File: src/rtl/espc_pkg.sv
// Shared types and constants for the equal subset partition checker.
`default_nettype none

package espc_pkg;

    // The running total is kept to a fixed width and saturates.
    localparam int SUM_W = 12;
    localparam logic [SUM_W-1:0] SUM_MAX = 12'd4095;

    // Side information registered with each memory read, used to decide
    // what the read word really holds.
    typedef struct packed {
        logic outside;   // Source word lies below the bottom of the bitmap.
        logic fresh;     // Bitmap not yet written since it was last cleared.
        logic zero_word; // Word zero, which holds the always-reachable sum zero.
    } t_rd_tag;

endpackage

`default_nettype wire

File: src/rtl/espc_mem.sv
// Bitmap word memory: one write port, two registered read ports.
`default_nettype none

module espc_mem #(
    parameter int DEPTH  = 32,
    parameter int WIDTH  = 64,
    parameter int ADDR_W = 5
) (
    input  wire logic              i_clk,
    input  wire logic              i_we,
    input  wire logic [ADDR_W-1:0] i_waddr,
    input  wire logic [WIDTH-1:0]  i_wdata,
    input  wire logic [ADDR_W-1:0] i_raddr_a,
    input  wire logic [ADDR_W-1:0] i_raddr_b,
    output logic      [WIDTH-1:0]  o_rdata_a,
    output logic      [WIDTH-1:0]  o_rdata_b
);

    logic [WIDTH-1:0] r_mem [DEPTH];

    always_ff @(posedge i_clk) begin
        if (i_we) begin
            r_mem[i_waddr] <= i_wdata;
        end
    end

    always_ff @(posedge i_clk) begin
        o_rdata_a <= r_mem[i_raddr_a];
        o_rdata_b <= r_mem[i_raddr_b];
    end

endmodule

`default_nettype wire

File: src/rtl/espc_merge.sv
// Word update: resolves read words and ORs the shifted source bits into a word.
`default_nettype none

module espc_merge #(
    parameter int WORD_BITS = 64,
    parameter int SH_W      = 6
) (
    input  wire logic [WORD_BITS-1:0] i_dest_raw,
    input  wire espc_pkg::t_rd_tag    i_dest_tag,
    input  wire logic [WORD_BITS-1:0] i_lo_raw,
    input  wire espc_pkg::t_rd_tag    i_lo_tag,
    input  wire logic [WORD_BITS-1:0] i_hi,
    input  wire logic [SH_W-1:0]      i_shift,
    output logic      [WORD_BITS-1:0] o_dest,
    output logic      [WORD_BITS-1:0] o_lo,
    output logic      [WORD_BITS-1:0] o_word
);

    logic [SH_W:0] lo_shift;

    // A word that was never written since the last clear reads as the
    // cleared bitmap: only bit zero of word zero is set.
    always_comb begin
        if (i_dest_tag.outside) begin
            o_dest = '0;
        end else if (i_dest_tag.fresh) begin
            o_dest = WORD_BITS'(i_dest_tag.zero_word);
        end else begin
            o_dest = i_dest_raw;
        end

        if (i_lo_tag.outside) begin
            o_lo = '0;
        end else if (i_lo_tag.fresh) begin
            o_lo = WORD_BITS'(i_lo_tag.zero_word);
        end else begin
            o_lo = i_lo_raw;
        end
    end

    // A shift of zero moves the whole lower word out, leaving nothing.
    assign lo_shift = (SH_W+1)'(WORD_BITS) - (SH_W+1)'(i_shift);
    assign o_word   = o_dest | (i_hi << i_shift) | (o_lo >> lo_shift);

endmodule

`default_nettype wire

File: src/rtl/equal_subset_partition_check_top.sv
// Top level of the equal subset partition checker.
//
// Input channel (i_in_valid / o_in_ready) takes one word per number of the
// set: i_value and i_last_item, the flag marking the final number.
// A bitmap of reachable subset sums sits in a word memory. Each number
// sweeps all bitmap words from the top down, one read-modify-write per
// cycle, ORing in the bitmap shifted up by the number. A number takes the
// accepting cycle and NUM_WORDS + 2 sweep steps, two of them filling the read
// pipeline. After the last number, one more read fetches the bit for half
// the total and the result word (o_can_split, o_overflow, o_sum_of_set)
// appears on the output channel (o_out_valid / i_out_ready); the input
// reopens in that same cycle.
// The output register holds its word until it is taken; the next set may
// start meanwhile, and its result waits in the block, input blocked, until
// the register is free.
// Reset (i_rst_n low, synchronous) clears the total and the overflow flag and
// marks the bitmap as cleared, as does every result. The memory is not
// swept: the first pass of a set treats every word as cleared and rewrites it.
`default_nettype none

module equal_subset_partition_check_top #(
    parameter int REACH_BITS = 2048,
    parameter int VALUE_BITS = 8,
    parameter int WORD_BITS  = 64
) (
    input  wire logic                  i_clk,
    input  wire logic                  i_rst_n,
    input  wire logic                  i_in_valid,
    output logic                       o_in_ready,
    input  wire logic [VALUE_BITS-1:0] i_value,
    input  wire logic                  i_last_item,
    output logic                       o_out_valid,
    input  wire logic                  i_out_ready,
    output logic                       o_can_split,
    output logic                       o_overflow,
    output logic [espc_pkg::SUM_W-1:0] o_sum_of_set
);

    localparam int NUM_WORDS = REACH_BITS / WORD_BITS;
    localparam int MAP_BITS  = NUM_WORDS * WORD_BITS;
    localparam int ADDR_W    = (NUM_WORDS > 1) ? $clog2(NUM_WORDS) : 1;
    localparam int WB_LOG    = $clog2(WORD_BITS);
    localparam int CNT_W     = $clog2(NUM_WORDS + 2);
    localparam int IDX_W     = VALUE_BITS + CNT_W + 1;
    localparam int VX_W      = VALUE_BITS + WB_LOG;
    localparam int T_W       = espc_pkg::SUM_W + VALUE_BITS;

    localparam logic [1:0] S_IDLE   = 2'd0;
    localparam logic [1:0] S_SWEEP  = 2'd1;
    localparam logic [1:0] S_PROBE  = 2'd2;
    localparam logic [1:0] S_RESULT = 2'd3;

    logic [1:0]                  r_state, n_state;
    logic [CNT_W-1:0]            r_k, n_k;
    logic [VALUE_BITS-1:0]       r_q, n_q;
    logic [WB_LOG-1:0]           r_r, n_r;
    logic                        r_last, n_last;
    logic [espc_pkg::SUM_W-1:0]  r_total, n_total;
    logic                        r_ovf, n_ovf;
    logic                        r_fresh, n_fresh;
    logic [WORD_BITS-1:0]        r_hi, n_hi;
    espc_pkg::t_rd_tag           r_tag_a, n_tag_a;
    espc_pkg::t_rd_tag           r_tag_b, n_tag_b;
    logic                        r_out_valid, n_out_valid;
    logic                        r_out_split, n_out_split;
    logic                        r_out_ovf, n_out_ovf;
    logic [espc_pkg::SUM_W-1:0]  r_out_sum, n_out_sum;

    logic                        in_acc;
    logic [VX_W-1:0]             v_ext;
    logic [T_W-1:0]              t_sum;
    logic [CNT_W-1:0]            a_idx;
    logic [IDX_W-1:0]            b_idx;
    logic [espc_pkg::SUM_W-2:0]  half;
    logic                        we;
    logic [ADDR_W-1:0]           waddr;
    logic [ADDR_W-1:0]           raddr_a;
    logic [ADDR_W-1:0]           raddr_b;
    logic [WORD_BITS-1:0]        rdata_a;
    logic [WORD_BITS-1:0]        rdata_b;
    logic [WORD_BITS-1:0]        dest_eff;
    logic [WORD_BITS-1:0]        lo_eff;
    logic [WORD_BITS-1:0]        new_word;
    logic                        out_free;
    logic                        half_bit;

    assign o_in_ready   = (r_state == S_IDLE);
    assign in_acc       = i_in_valid && o_in_ready;
    assign o_out_valid  = r_out_valid;
    assign o_can_split  = r_out_split;
    assign o_overflow   = r_out_ovf;
    assign o_sum_of_set = r_out_sum;

    assign v_ext = VX_W'(i_value);
    assign t_sum = T_W'(r_total) + T_W'(i_value);

    // At sweep step k, port A reads the destination word NUM_WORDS-k and
    // port B reads source word NUM_WORDS-1-q-k; the word written at step k
    // is NUM_WORDS-k+1. Writes always land above every later read.
    assign a_idx = CNT_W'(NUM_WORDS) - r_k;
    assign b_idx = IDX_W'(NUM_WORDS - 1) - IDX_W'(r_q) - IDX_W'(r_k);
    assign half  = r_total[espc_pkg::SUM_W-1:1];

    // The probe address is held while the result waits, so the read word
    // stays valid however long the output register is busy.
    always_comb begin
        if (r_state == S_PROBE || r_state == S_RESULT) begin
            raddr_a = ADDR_W'(half >> WB_LOG);
        end else begin
            raddr_a = a_idx[ADDR_W-1:0];
        end
    end

    assign raddr_b = b_idx[ADDR_W-1:0];
    assign we      = (r_state == S_SWEEP) && (r_k >= CNT_W'(2));
    assign waddr   = ADDR_W'(a_idx + CNT_W'(1));

    espc_mem #(
        .DEPTH  (NUM_WORDS),
        .WIDTH  (WORD_BITS),
        .ADDR_W (ADDR_W)
    ) u_mem (
        .i_clk     (i_clk),
        .i_we      (we),
        .i_waddr   (waddr),
        .i_wdata   (new_word),
        .i_raddr_a (raddr_a),
        .i_raddr_b (raddr_b),
        .o_rdata_a (rdata_a),
        .o_rdata_b (rdata_b)
    );

    espc_merge #(
        .WORD_BITS (WORD_BITS),
        .SH_W      (WB_LOG)
    ) u_merge (
        .i_dest_raw (rdata_a),
        .i_dest_tag (r_tag_a),
        .i_lo_raw   (rdata_b),
        .i_lo_tag   (r_tag_b),
        .i_hi       (r_hi),
        .i_shift    (r_r),
        .o_dest     (dest_eff),
        .o_lo       (lo_eff),
        .o_word     (new_word)
    );

    assign out_free = !r_out_valid || i_out_ready;
    assign half_bit = dest_eff[half[WB_LOG-1:0]];

    always_comb begin
        n_state     = r_state;
        n_k         = r_k;
        n_q         = r_q;
        n_r         = r_r;
        n_last      = r_last;
        n_total     = r_total;
        n_ovf       = r_ovf;
        n_fresh     = r_fresh;
        n_hi        = r_hi;
        n_tag_a     = '{outside: 1'b0, fresh: r_fresh, zero_word: (a_idx == '0)};
        n_tag_b     = '{outside: b_idx[IDX_W-1], fresh: r_fresh,
                        zero_word: (b_idx == '0)};
        n_out_valid = r_out_valid && !i_out_ready;
        n_out_split = r_out_split;
        n_out_ovf   = r_out_ovf;
        n_out_sum   = r_out_sum;

        case (r_state)
            S_IDLE: begin
                if (in_acc) begin
                    n_q    = VALUE_BITS'(v_ext >> WB_LOG);
                    n_r    = v_ext[WB_LOG-1:0];
                    n_last = i_last_item;
                    n_k    = '0;
                    if (t_sum > T_W'(espc_pkg::SUM_MAX)) begin
                        n_total = espc_pkg::SUM_MAX;
                        n_ovf   = 1'b1;
                    end else begin
                        n_total = t_sum[espc_pkg::SUM_W-1:0];
                    end
                    if (32'(t_sum) > 32'(MAP_BITS - 1)) begin
                        n_ovf = 1'b1;
                    end
                    n_state = S_SWEEP;
                end
            end
            S_SWEEP: begin
                // The lower source word of this step is the upper one of the next.
                n_hi = lo_eff;
                n_k  = r_k + CNT_W'(1);
                if (r_k == CNT_W'(NUM_WORDS + 1)) begin
                    n_fresh = 1'b0;
                    n_state = r_last ? S_PROBE : S_IDLE;
                end
            end
            S_PROBE: begin
                n_tag_a = '{outside: 1'b0, fresh: 1'b0, zero_word: 1'b0};
                n_state = S_RESULT;
            end
            S_RESULT: begin
                n_tag_a = r_tag_a;
                if (out_free) begin
                    n_out_valid = 1'b1;
                    n_out_split = !r_ovf && !r_total[0] && half_bit;
                    n_out_ovf   = r_ovf;
                    n_out_sum   = r_total;
                    n_total     = '0;
                    n_ovf       = 1'b0;
                    n_fresh     = 1'b1;
                    n_state     = S_IDLE;
                end
            end
            default: begin
                n_state = S_IDLE;
            end
        endcase
    end

    always_ff @(posedge i_clk) begin
        if (!i_rst_n) begin
            r_state     <= S_IDLE;
            r_k         <= '0;
            r_last      <= 1'b0;
            r_total     <= '0;
            r_ovf       <= 1'b0;
            r_fresh     <= 1'b1;
            r_out_valid <= 1'b0;
        end else begin
            r_state     <= n_state;
            r_k         <= n_k;
            r_last      <= n_last;
            r_total     <= n_total;
            r_ovf       <= n_ovf;
            r_fresh     <= n_fresh;
            r_out_valid <= n_out_valid;
        end
    end

    always_ff @(posedge i_clk) begin
        r_q         <= n_q;
        r_r         <= n_r;
        r_hi        <= n_hi;
        r_tag_a     <= n_tag_a;
        r_tag_b     <= n_tag_b;
        r_out_split <= n_out_split;
        r_out_ovf   <= n_out_ovf;
        r_out_sum   <= n_out_sum;
    end

endmodule

`default_nettype wire
File: config.mk
export PLATFORM = sky130hd
export DESIGN_NAME = equal_subset_partition_check_top
export DESIGN_NICKNAME = d
export VERILOG_FILES = /design/src/rtl/espc_pkg.sv /design/src/rtl/espc_mem.sv /design/src/rtl/espc_merge.sv /design/src/rtl/equal_subset_partition_check_top.sv
export SDC_FILE = /design/constraint.sdc
export NUM_CORES = 2
export LEC_CHECK = 0
export BUFFER_PORTS_ARGS = -buffer_cell sky130_fd_sc_hd__buf_2
export CAP_MARGIN = 5
export CORE_MARGIN = 5
export CORE_UTILIZATION = 35
export CTS_CLUSTER_SIZE = 14
export DETAILED_ROUTE_END_ITERATION = 16
export PLACE_DENSITY = 0.45
export SYNTH_ARGS = -nofsm -noshare
export SYNTH_HDL_FRONTEND = slang
export SYNTH_SLANG_ARGS = --single-unit
File: constraint.sdc
create_clock -name i_clk -period 6.5 [get_ports i_clk]
set_input_delay 0.325 -clock i_clk [delete_from_list [all_inputs] [get_ports i_clk]]
set_output_delay 0.325 -clock i_clk [all_outputs]
set_load 0.1 [all_outputs]
# After elaboration in Yosys (flattened, before gate mapping)
# Memory sizes are Yosys's and may differ from the RTL's. A register that Yosys moved wholly into a read port is not among the register bits.
# Cells that the tools add are included.
# word_totals
reg_bits	116
latch_bits	0
ramBits	2048
mem_bits_ro	0
output_inout_bits	16
word_cells	98
memories	1
# memory_table
name	depth	width	rd	rd_clocked_by_memory_dff	write_ports	line	source
u_mem.r_mem	32	64	2	2	1	espc_mem.sv:19	logic [WIDTH-1:0] r_mem [DEPTH];
# op_classes
n_addsub	7
mul	0
n_div	0
order_cmp	4
eq_ne	8
n_shift	2
n_mux	31
bitwise_logic	2
reduce_logical	24
# ops
op	n
two-way mux 64 bit	4
bitwise OR 64 bit	2
<< shifter 64 x 6 -> 64 bit	1
right shift 64 x 7 -> 64 bit	1
two-way mux 12 bit	3
case mux 12 bit (2 select lines)	1
logical NOT 15 bit	1
adder 12 x 8 -> 13 bit	1
greater-than comparator 13 x 11 -> 1 bit (second input constant)	1
greater-than comparator 13 x 12 -> 1 bit (second input constant)	1
case mux 6 bit (2 select lines)	1
two-way mux 1 bit	11
AND reduction 3 bit	3
two-way mux 2 bit	4
case mux 2 bit (4 select lines)	1
subtractor 6 x 7 -> 8 bit	1
< comparator 6 x 7 -> 1 bit (second input constant)	1
subtractor 7 x 6 -> 7 bit (first input constant)	1
adder 6 x 1 -> 6 bit (second input constant)	1
binary-select mux 1 bit (select 6 bit)	1
== test 6 bit (second input constant)	1
greater-or-equal comparator 6 x 2 -> 1 bit (second input constant)	1
logical NOT 6 bit	1
two-way mux 6 bit	1
18 further kinds	33

# Logic depth before layout (Yosys ltp)
# logic_depth
word_depth	6
depth_mapped	16

# Hierarchy
# Synthesis repeated with hierarchy kept, for this count alone.
# unflattened
cells_unflattened	6047
hier_area_um2	111374.3
# modules_own_cells
mod	instances	cells_per_inst	area_each_um2	seq_area_each_um2
espc_mem	1	4439	96657.7	64061.4
espc_merge	1	1242	9585.4	0.0
equal_subset_partition_check_top	1	366	5131.2	3183.1

# Worst setup path after synthesis
# No wires, ideal clock.
# synth_path
kind	register -> register
startpoint	register r_state[0]
endpoint	memory u_mem.r_mem[18][0] (enable)
setup_time_ns	0.487
t_arrival_ns	5.334
t_required_ns	6.013
setup_slack_ns	0.679
path_stages_with_launch	6
period_less_slack_ns	5.821
cell_sequence	dfxtp_1 ha_1 a21boi_0 and2_1 nand2_1 nor2_1
# synth_between
elab_chain_len	4
# synth_lines
element	line	source
start: declaration	equal_subset_partition_check_top.sv:53	logic [1:0] r_state, n_state;
start signal: assignment	equal_subset_partition_check_top.sv:230	r_state <= n_state;
== test 2 x 1 -> 1 bit	equal_subset_partition_check_top.sv:115	assign we = (r_state == S_SWEEP) && (r_k >= CNT_W'(2));
logical AND 1 bit	equal_subset_partition_check_top.sv:115	
two-way mux 1 bit	espc_mem.sv:22	if (i_we) begin
two-way mux 1 bit (not written as such)	espc_mem.sv:23	r_mem[i_waddr] <= i_wdata;
end: declaration	espc_mem.sv:19	
# Every way passes these cells.

# Worst setup path in the final report
# layout_path
startpoint	register r_r[0]
endpoint	memory u_mem.r_mem[9][25], data pin
# layout_between
elab_chain_len	3
elab_cells_between_ends	5
# layout_lines
element	line	source
start: declaration	equal_subset_partition_check_top.sv:56	logic [WB_LOG-1:0] r_r, n_r;
start signal: assignment	equal_subset_partition_check_top.sv:242	r_r <= n_r;
subtractor 7 x 6 -> 7 bit or << shifter 64 x 6 -> 64 bit (tied branches)	espc_merge.sv:42, espc_merge.sv:43	
right shift 64 x 7 -> 64 bit or bitwise OR 64 bit (tied branches)	espc_merge.sv:43	assign o_word = o_dest | (i_hi << i_shift) | (o_lo >> lo_shift);
bitwise OR 64 bit *	espc_merge.sv:43	
net new_word[25]	equal_subset_partition_check_top.sv:83	logic [WORD_BITS-1:0] new_word;
# Mark *: on every way through the listed nets, which the timed path passes. The rest lies on a longest branch.

==> reports/qor.yml <==
power:
  p_clk_frac: 0.347
  finalPower_mw: 43.3
  irDropWorstVdd_mv: 0.191
  p_seq_frac: 0.436
  p_switching_mw: 13.1
  power_density_nw_per_um2: 345
  p_int_mw: 30.2
  p_sw_frac: 0.304
  p_leak_nw: 39.6
  pwr-share-comb: 0.218
placement:
  io_buffer_count: 28
  place.detailed.instances: 10100
  post-place-ws_ps: 1880
  post-dp-hpwl_um: 252000
  routabilityCongestion: 1.01
global_routing:
  grt_util_all_layers: 0.257
  grt_pass1_wl_um: 585000
  antenna_found_initial: 19
  grt_pass1_vias: 68000
  grt_max_degree: 106
  overflow: 0
setup_path:
  critPathLaunchType: "flip-flop"
  required_ps: 6770
  crit_start: "r_r[0]$_DFFE_PP_"
  crit_type: "flip-flop to flip-flop"
  r2r_cells: 8
  crit_fanout: 48
  rr_startpoint: "r_r[0]$_DFFE_PP_"
  endpoint_kind: "flip-flop"
  cp_data_arrival_time_ps: 5030
logic_synthesis:
  synthCells: 6144
  synth_common_cells: "2136 x edfxtp_1, 1143 x mux4_2, 461 x nand2_1"
  synth_seq_cells: 2291
  yosys_most_used_dff: "edfxtp_1"
  ys_warn_count: 0
  synth_area_sq_um: 110000
  synth_area_leaders: "edfxtp_1 58%, mux4_2 23%, dfxtp_1 2.8%, nand2_1 1.6%, mux2i_1 1.6%"
  synth_nets: 6180
  yosysMostFrequentCell: "edfxtp_1"
  avgSynthCellArea_sq_um: 17.9
  yosysTopAreaCell: "edfxtp_1"
  synth-async-reset-ratio: 0
  ys_types: 101
  synth_edf_count: 2136
  synth_top_area_share: 0.582
  yosysSeqAreaShare: 0.610
sta:
  worstMarginPinSlew_ps: 1380
  fin_crit_ps: 4760
  finalCritPeriodShare: 0.732
  slew_violations: 0
  holdWs_ps: 199
  setup_ws_ps: 1740
  fin_setup_tns_ps: 0
  rsz0062_at_grt: "no"
  hold_viol: 0
  finalSetupViolCount: 0
  worst_clock_skew_ps: 50.2
  fmax_mhz: 210
  max-slew-margin-rel: 0.0801
routing:
  first_iter_violations: 8740
  drt-total-wl_um: 427000
  drt_drc_violations_left: 5
  via_count: 68700
  wl_per_cell_um: 40.2
  first_pass_iters: 14
  vias_per_cell: 6.46
  ant_nets: 0
cts:
  cts_tree: "built"
  cts_buffer_depth: 4
  cts_buffers: 266
  ctsResizeCount: 0
  insertion_delay_ps: 910
  htree_levels: 5
  post_cts_buffers: 0
  cts.root.buffer_cell: "clkbuf_16"
  cts.sinks: 2291
  clk_pin_slew_worst_paths_ps: 60
  holdBufCountCts: 14
floorplanning:
  dieArea_sq_um: 326000
  die_x_um: 571
  io_pins: 29
  die_y_um: 571
  num_rows: 206
  start_util: 0.351
  fp.coreArea_sq_um: 314000
min_path:
  hp-class: "input pin to flip-flop"
  hold_path_depth: 2
  hp-start: "i_value[7]"
final_layout:
  finalNonFillerCells: 10600
  final_layout_size_suffix_gt1_frac: 0.331
  finalNetCount: 6278
  area_growth_pct: 14.1
status:
  status: "finished with violations"
  violations: "design-rule violations"
job:
  maxCapViolations: 0
per-stage QoR:
step | instance area (sq um) | util
final | 126000 | 0.400
after global routing | 126000 | 0.400
after CTS | 126000 | 0.400
after detailed placement | 117000 | 0.372
after global placement | 117000 | 0.372
after floorplan | 110000 | -
per-layer routing:
| layer | vias up | GRT usage | share of wire |
|---|---|---|---|
| li1 | 26500 | - | - |
| met1 | 37700 | 0.371 | 0.43 |
| met2 | 3726 | 0.395 | 0.46 |
| met3 | 678 | 0.0510 | 0.078 |
| met4 | 6 | 0.0762 | 0.033 |
| met5 | - | 0 | 0.00074 |
cells by family after synthesis:
family / after synthesis / share of synthesized area
adders and majority gates: 23 / 0.00275
muxes: 1480 / 0.267
DFF: 2291 / 0.610
AOI/OAI and AO/OA: 909 / 0.0585
and+or+nand+nor: 886 / 0.0368
xor gates and xnor gates: 21 / 0.00167
buffers and inverters: 534 / 0.0232
sequential cells by signal, summed over array words and instances, names as in the netlist, named ones only:
signal	count
r_last	1
r_fresh	1
r_total	12
o_sum_of_set	12
o_overflow	1
u_mem.o_rdata_a	64
r_tag_b	3
r_ovf	1
u_mem.r_mem	2048
r_k	6
u_mem.o_rdata_b	64
r_q	2
r_hi	64
r_tag_a	2
o_out_valid	1
r_r	6
r_state	1
o_can_split	1
cells in the final DEF (no fill, tap or decap), types with 19 or more instances in the layout:
cell / count
edfxtp_1: 2136
mux4_2: 1143
nand2_1: 458
clkbuf_16: 273
buf_4: 218
a21oi_1: 188
mux2i_1: 171
dfxtp_1: 153
o22ai_1: 151
mux2_2: 146
nor2_1: 112
a211oi_1: 79
buf_12: 79
a221oi_1: 77
and2_1: 69
a32oi_1: 67
nor4_1: 67
o21ai_0: 64
o32ai_1: 64
clkbuf_1: 60
clkinv_2: 47
nor2_4: 34
clkinv_1: 34
nand3_1: 30
buf_2: 28
nor3_1: 26
a22oi_1: 22
ha_1: 19
worst max-delay path, stage by stage, from the launching register on:
cell      delay, ps
edfxtp_1        410
buf_4           380
or4_1           680
o21ai_1         220
and2_1         1000
nor2_2           60
buf_4           260
o21ai_0         120
nand3_1         910
power by group through the flow:
stage	Sequential, mW	Clock, mW	Combinational (mW)
after floorplan	18.4	0	5.88
after global placement	19.2	0	9.33
after detailed placement	19.2	0	9.36
after CTS	18.9	15.3	9.38
after global routing	18.8	16.0	9.90
final	18.9	15.0	9.42
layout make-up:
type / instances / area, sq um
inverter: 24 / 91.3
timing repair buffer: 340 / 3510
antenna: 9 / 22.5
sequential: 2291 / 67200
fill: 28000 / 188000
clock inverter: 135 / 1370
multi-input combinational: 3319 / 41000
tap: 4160 / 5200
clock buffer: 351 / 7300
final timing paths:
kind / end / slack, ps
hold / removal: r_q[1]$_DFFE_PP_ / 200
setup / recovery: u_mem.r_mem[9][25]$_DFFE_PP_ / 1740
setup reg to reg: u_mem.r_mem[9][25]$_DFFE_PP_ / 1740
hold reg to reg: flip-flop / 480
Power figures use the tool's default switching activity.
